[config.mk]
export PLATFORM = sky130hd
export DESIGN_NAME = kcd_controller
export DESIGN_NICKNAME = d
export VERILOG_FILES = /design/src/sv/kcd_pkg.sv /design/src/sv/kcd_controller.sv
export SDC_FILE = /design/constraint.sdc
export NUM_CORES = 1
export LEC_CHECK = 0
export ABC_AREA = 0
export BUFFER_PORTS_ARGS = -buffer_cell sky130_fd_sc_hd__buf_2
export CAP_MARGIN = 20
export CORE_MARGIN = 1.5
export CORE_UTILIZATION = 49
export DETAILED_ROUTE_END_ITERATION = 12
export GPL_TIMING_DRIVEN = 0
export PLACE_DENSITY = 0.78
export SYNTH_ARGS = -nofsm -noshare
export SYNTH_HDL_FRONTEND = slang
export SYNTH_SLANG_ARGS = --single-unit
[constraint.sdc]
create_clock -name clock -period 1.76 [get_ports clock]
set_clock_uncertainty 0.15 [all_clocks]
set_input_delay 0.352 -clock clock [delete_from_list [all_inputs] [get_ports clock]]
set_output_delay 0.352 -clock clock [all_outputs]
set_load 0.01 [all_outputs]
[src/sv/kcd_pkg.sv]
package kcd_pkg;

   // Fixed field widths of the stream payloads.
   localparam int VTX_W  = 10;
   localparam int CNT_W  = 11;
   localparam int CORE_W = 10;
   localparam logic [CORE_W-1:0] CORE_MAX = '1;

   localparam int REQ_DATA_W = 32;
   localparam int RSP_DATA_W = 24;

   localparam int MAX_VERTICES_DEF = 1024;
   localparam int MAX_ARCS_DEF     = 8192;

   localparam logic OP_LOAD  = 1'b0;
   localparam logic OP_QUERY = 1'b1;

   // Commands from the controller to the datapath. The controller state
   // is the command it issues.
   localparam int CMD_W = 5;
   typedef logic [CMD_W-1:0] cmd_type;

   localparam cmd_type CMD_IDLE    = 5'd0;
   localparam cmd_type CMD_A_BEGIN = 5'd1;
   localparam cmd_type CMD_A_CHECK = 5'd2;
   localparam cmd_type CMD_A_FILL  = 5'd3;
   localparam cmd_type CMD_A_STORE = 5'd4;
   localparam cmd_type CMD_C_BEGIN = 5'd5;
   localparam cmd_type CMD_C_FILL  = 5'd6;
   localparam cmd_type CMD_I_START = 5'd7;
   localparam cmd_type CMD_I_RD    = 5'd8;
   localparam cmd_type CMD_I_WR    = 5'd9;
   localparam cmd_type CMD_S_START = 5'd10;
   localparam cmd_type CMD_S_RD    = 5'd11;
   localparam cmd_type CMD_S_RD2   = 5'd12;
   localparam cmd_type CMD_S_RD3   = 5'd13;
   localparam cmd_type CMD_H_CLR   = 5'd14;
   localparam cmd_type CMD_H_NB    = 5'd15;
   localparam cmd_type CMD_H_W     = 5'd16;
   localparam cmd_type CMD_H_B     = 5'd17;
   localparam cmd_type CMD_H_INC   = 5'd18;
   localparam cmd_type CMD_P_RD    = 5'd19;
   localparam cmd_type CMD_P_ACC   = 5'd20;
   localparam cmd_type CMD_U_WR    = 5'd21;
   localparam cmd_type CMD_D_NB    = 5'd22;
   localparam cmd_type CMD_D_W     = 5'd23;
   localparam cmd_type CMD_D_CHK   = 5'd24;
   localparam cmd_type CMD_Q_RD    = 5'd25;
   localparam cmd_type CMD_Q_OUT   = 5'd26;

   // Status flags from the datapath to the controller.
   typedef struct packed {
      logic in_query;
      logic done;
      logic arc_ok;
      logic item_last;
      logic item_query;
      logic fill_more;
      logic cfill_more;
      logic u_in;
      logic skip;
      logic clr_last;
      logic i_in;
      logic found;
      logic d_one;
      logic dropped;
      logic changed;
      logic rsp_free;
   } status_type;

endpackage

[src/sv/kcd_controller.sv]
module kcd_controller
   import kcd_pkg::*;
   (
      input  logic       clock,
      input  logic       reset,
      input  logic       req_tvalid,
      input  status_type status,
      output cmd_type    cmd,
      output logic       req_tready
   );

   cmd_type state_ff;
   cmd_type state_in;

   always_comb begin
      state_in = state_ff;
      case (state_ff)
         CMD_IDLE: begin
            if (req_tvalid) begin
               if (status.in_query) begin
                  state_in = status.done ? CMD_Q_RD : CMD_C_BEGIN;
               end else begin
                  state_in = CMD_A_BEGIN;
               end
            end
         end
         CMD_A_BEGIN: state_in = CMD_A_CHECK;
         CMD_A_CHECK: begin
            if (status.arc_ok) begin
               state_in = CMD_A_FILL;
            end else begin
               state_in = status.item_last ? CMD_C_BEGIN : CMD_IDLE;
            end
         end
         CMD_A_FILL:  state_in = status.fill_more ? CMD_A_FILL : CMD_A_STORE;
         CMD_A_STORE: state_in = status.item_last ? CMD_C_BEGIN : CMD_IDLE;
         CMD_C_BEGIN: state_in = CMD_C_FILL;
         CMD_C_FILL:  state_in = status.cfill_more ? CMD_C_FILL : CMD_I_START;
         CMD_I_START: state_in = CMD_I_RD;
         CMD_I_RD:    state_in = status.u_in ? CMD_I_WR : CMD_S_START;
         CMD_I_WR:    state_in = CMD_I_RD;
         CMD_S_START: state_in = CMD_S_RD;
         CMD_S_RD: begin
            if (status.u_in) begin
               state_in = CMD_S_RD2;
            end else if (status.changed) begin
               state_in = CMD_S_START;
            end else begin
               state_in = status.item_query ? CMD_Q_RD : CMD_IDLE;
            end
         end
         CMD_S_RD2:   state_in = CMD_S_RD3;
         CMD_S_RD3:   state_in = status.skip ? CMD_S_RD : CMD_H_CLR;
         CMD_H_CLR:   state_in = status.clr_last ? CMD_H_NB : CMD_H_CLR;
         CMD_H_NB:    state_in = status.i_in ? CMD_H_W : CMD_P_RD;
         CMD_H_W:     state_in = CMD_H_B;
         CMD_H_B:     state_in = CMD_H_INC;
         CMD_H_INC:   state_in = CMD_H_NB;
         CMD_P_RD:    state_in = CMD_P_ACC;
         CMD_P_ACC:   state_in = (status.found || status.d_one) ? CMD_U_WR : CMD_P_RD;
         CMD_U_WR:    state_in = status.dropped ? CMD_D_NB : CMD_S_RD;
         CMD_D_NB:    state_in = status.i_in ? CMD_D_W : CMD_S_RD;
         CMD_D_W:     state_in = CMD_D_CHK;
         CMD_D_CHK:   state_in = CMD_D_NB;
         CMD_Q_RD:    state_in = CMD_Q_OUT;
         CMD_Q_OUT:   state_in = status.rsp_free ? CMD_IDLE : CMD_Q_OUT;
         default:     state_in = CMD_IDLE;
      endcase
   end

   always_ff @(posedge clock) begin
      if (reset) begin
         state_ff <= CMD_IDLE;
      end else begin
         state_ff <= state_in;
      end
   end

   assign cmd        = state_ff;
   assign req_tready = (state_ff == CMD_IDLE);

endmodule

---- Word-level counts from Yosys, hierarchy flattened ----
Cells that the tools add are included.
word-level totals
  bits in registers ....................... 5
  output and inout bits ................... 6
  word-level logic and storage cells ...... 50
cells by class
  equality and inequality tests ........... 27
  muxes and demuxes ....................... 19
  reductions and logical operators ........ 3
operators by type and width
  kind                  count
  $pmux W5 S26          1
  $eq A5 B5 Y1 const B  11
  $mux W5               9
  $eq A5 B4 Y1 const B  8
  $eq A5 B3 Y1 const B  4
  $mux W3               5
  $eq A5 B2 Y1 const B  2
  $eq A5 B1 Y1 const B  1
  $logic_not A5 Y1      1
  $mux W2               2
  $mux W1               2
  $ne A2 B2 Y1 const B  1
  $reduce_or A2 Y1      1
  $logic_or A1 B1 Y1    1

---- Logic depth before layout (Yosys ltp) ----
  depth in word-level cells ............... 4
  mapped depth ............................ 7

---- Least setup slack after synthesis ----
No wires, ideal clock.
  kind .................................... reg2reg
  start point ............................. register state_ff[2] (netlist: cmd[2])
  end point ............................... register state_ff[1] (netlist: cmd[1])
  data arrival time ....................... 1374 ps
  setup slack ............................. 162 ps
  stages on the path, launching flop included .. 7
  period minus slack after synthesis ...... 1598 ps
  path through ............................ dfxtp_1 > buf_6 > nand2_2 > a2bb2oi_2 > a2111oi_4 > o21ba_1 > a31oi_2
on the way
  cells in the longest elaborated chain, start to end .. 3
RTL lines
  what                                                 RTL line              source
  start: declaration                                   kcd_controller.sv:12  cmd_type state_ff;
  start signal: assignment                             kcd_controller.sv:75  state_ff <= state_in;
  $eq A5 B4 Y1 / $eq A5 B3 Y1 (equally long branches)  kcd_controller.sv:17  case (state_ff)
  $reduce_or A2 Y1 (no line)                           n/a
  $pmux W5 S26                                         kcd_controller.sv:17
Several ways; a longest one is shown, not always the timed one.
A chain may end at the register's enable or synchronous reset.

---- Final worst setup path ----
  start point ............................. register state_ff[0] (netlist: cmd[0])
  end point ............................... register state_ff[1] (netlist: cmd[1])
Same word-level chain as after synthesis.

==> results.sh <==
export IMPL_gp_congestion=0.935
export IMPL_core_rowCount=13
export IMPL_final_setup_viol_count=0
export IMPL_core_mm2=0.00135
export IMPL_place_inst=149
export IMPL_drive_gt1_share_pct=36.2
export IMPL_drt_met1_wl_um=914
export IMPL_synth_top_cell_area_share_pct=13.7
export IMPL_syn_area_um2=733
export IMPL_yosys_area_top_type="dfxtp_1"
export IMPL_drv_slew=0
export IMPL_synthFlopType="dfxtp_1"
export IMPL_cts_buffers_inserted=3
export IMPL_cts_sinks=5
export IMPL_ys_ff_latch=5
export IMPL_cp_max_fo=10
export IMPL_combinationalPowerShare_pct=77.1
export IMPL_critPathKind="flip-flop to flip-flop"
export IMPL_crit_buf_inv=1
export IMPL_power_frac_seq_pct=13.6
export IMPL_nets=158
export IMPL_setup_ws_ns=0.0562
export IMPL_diodes=0
export IMPL_dr_wl_met2_um=993
export IMPL_pwr_share_clk_pct=9.3
export IMPL_routed_wl_mm=2.20
export IMPL_synth_cell_types=44
export IMPL_place_ws_ns=-0.0484
export IMPL_wl_met3_um=231
export IMPL_intPower_uw=713
export IMPL_worst_pin_slew_ns=0.326
export IMPL_drtIter0Drc=66
export IMPL_topRoutingLayerUsed="met4"
export IMPL_synth_async_reset_ratio_pct=0
export IMPL_yosys_top_cells_area="dfxtp_1 (14%), a21oi_1 (6.8%), o21ai_0 (6.1%), nand2_1 (5.1%), nor2_1 (5.1%)"
export IMPL_vias=984
export IMPL_drc=0
export IMPL_clk_path_buf_depth=2
export IMPL_clk_pin_slew_ns=0.05
export IMPL_grt_pass1_vias=829
export IMPL_initial_core_util_pct=54.3
export IMPL_syn_area_per_cell_um2=6.67
export IMPL_slew_headroom_pct=78.3
export IMPL_maxCapViolCount=0
export IMPL_min_from="reset"
export IMPL_area_delta_synth_final_pct=26.5
export IMPL_die_w_um=41.7
export IMPL_hold_buffers=0
export IMPL_finalNonFillerCells=153
export IMPL_status="finished clean"
export IMPL_swShare_pct=53.0
export IMPL_ctsRootBufferMaster="clkbuf_4"
export IMPL_critPathSlowestCell="dfxtp_1"
export IMPL_port_buffers=24
export IMPL_cp_startpoint="cmd[0]$_SDFFE_PP0P_"
export IMPL_final_util_pct=68.7
export IMPL_die_h_um=41.7
export IMPL_critPathArrivalTime_ns=1.73
export IMPL_fillCellCount=128
export IMPL_ant_nets=0
export IMPL_synth_commonest_cells="a21oi_1 (10), nand2_1 (10), nor2_1 (10), o21ai_0 (9)"
export IMPL_regToRegStartpoint="cmd[0]$_SDFFE_PP0P_"
export IMPL_final_min_period_over_clock_period_pct=96.8
export IMPL_cp_required_ns=1.79
export IMPL_grt_max_degree=11
export IMPL_via_per_inst=6.43
export IMPL_synthesis_nets=129
export IMPL_finalHoldViolCount=0
export IMPL_yosysWarnings=0
export IMPL_grt_ovfl_total=0
export IMPL_grt_pass1_wl_mm=3.68
export IMPL_htreeDepth=1
export IMPL_ys_seq_area_share_pct=13.7
export IMPL_multiInputGateArea_um2=587
export IMPL_grtUsageTotal_pct=26.9
export IMPL_die_area_mm2=0.00174
export IMPL_firstDrtPassIters=4
export IMPL_critPathLaunchType="flip-flop"
export IMPL_hold_class="primary input to flip-flop"
export IMPL_boundaryPins=25
export IMPL_power_density_mw_per_mm2=1640
export IMPL_hpwl_mm=1.66
export IMPL_cpLargestDelayFamily="compound AO/OA/AOI/OAI gates"
export IMPL_power_leakage_nw=0.366
export IMPL_worstSetupEndpointType="flip-flop"
export IMPL_seqCellArea_um2=101
export IMPL_p_sw_uw=805
export IMPL_cts_tree="built"
export IMPL_syn_inst=110
export IMPL_grt_antenna_before_repair=0
export IMPL_crit_chain="clkbuf_4 -> a21oi_1 -> a2111oi_4 -> o21ba_1 -> a31oi_2"
export IMPL_largest_reg_flops=5
export IMPL_post_drt_wl_per_cell_um=14.4
export IMPL_synth_edf_count=0
export IMPL_max_freq_mhz=587
export IMPL_worst_path_largest_cell_delay_ns=0.41
export IMPL_clock_latency_ns=0.25
export IMPL_fin_crit_ns=1.70
export IMPL_peakVddDrop_v=0.00113
power groups by stage:
| stage | logic (mW) | clock network (mW) | registers (mW) |
|---|---|---|---|
| 6_report | 1.17 | 0.141 | 0.206 |
| 5_1_grt | 1.28 | 0.150 | 0.214 |
| 4_1_cts | 1.11 | 0.143 | 0.203 |
| 3_5_place_dp | 1.07 | 0 | 0.205 |
| 3_3_place_gp | 1.07 | 0 | 0.201 |
| 2_1_floorplan | 0.781 | 0 | 0.221 |
area by class of cell:
type	instances	share of cell area [%]
multi-input combinational	92	63.3
buffer	9	6.07
timing repair buffer	24	13.0
inverter	4	1.89
sequential	5	10.9
clock buffer	4	2.83
tap	15	2.02
logic make-up (layout without fill, tap and decap cells):
| logic type | Yosys count | after routing | share of synthesized area (%) |
|---|---|---|---|
| buffers and inverters | 13 | 41 | 8.87 |
| AO/OA/AOI/OAI | 44 | 44 | 43.5 |
| flip-flops | 5 | 5 | 13.7 |
| AND/OR/NAND/NOR | 48 | 48 | 34.0 |
per-stage QoR:
stage          hold WS, ns  total power, mW  area [um^2]    TNS, ns
2_1_floorplan        0.413             1.00          733          0
3_3_place_gp         0.546             1.27          872    -0.0646
3_5_place_dp         0.560             1.28          872    -0.0871
4_1_cts              0.301             1.45          906          0
5_1_grt              0.306             1.65          927  -0.000702
6_report             0.303             1.52          927          0
placed cells by master, fill, tap and decap left out, types with 2 or more instances in the layout:
cell type and count:
nor2b_1 2, o22ai_1 2, nor3_1 5, nor2b_2 3
clkbuf_4 4, o21ai_0 9, nand3b_1 2, a21oi_1 10
inv_1 2, a31oi_1 4, nand2_1 10, nand3_1 4
clkbuf_2 3, buf_2 27, nand2b_1 3, dfxtp_1 4
nor2_1 10, o211ai_1 3
worst paths after layout:
kind,end,cells after the start,slack (ns)
max,cmd[1]$_SDFFE_PP0P_,5,0.06
min,cmd[1]$_SDFFE_PP0P_,4,0.30
max reg2reg,cmd[1]$_SDFFE_PP0P_,5,0.06
min reg2reg,cmd[0]$_SDFFE_PP0P_,3,0.61
worst min-delay path: stages:
cell	delay (ns)
buf_2	0.08
nor2_1	0.04
o21ai_2	0.13
a31oi_2	0.05
timing repair:
| item | in CTS | in global routing |
|---|---|---|
| resized for setup | 3 | 8 |
| endpoints found under the setup margin | 6 | 6 |
| hold endpoints to repair | 0 | 0 |
| cloned | 0 | 0 |
| setup buffers | 0 | 0 |
| pin swaps | 0 | 0 |
routing by layer:
metal  up-vias  track usage, %
met3        11            7.83
li1        467               -
met1       428            36.0
met4         0            9.03
met2        78            40.9
met5         -               0
(Power assumes the default switching activity.)
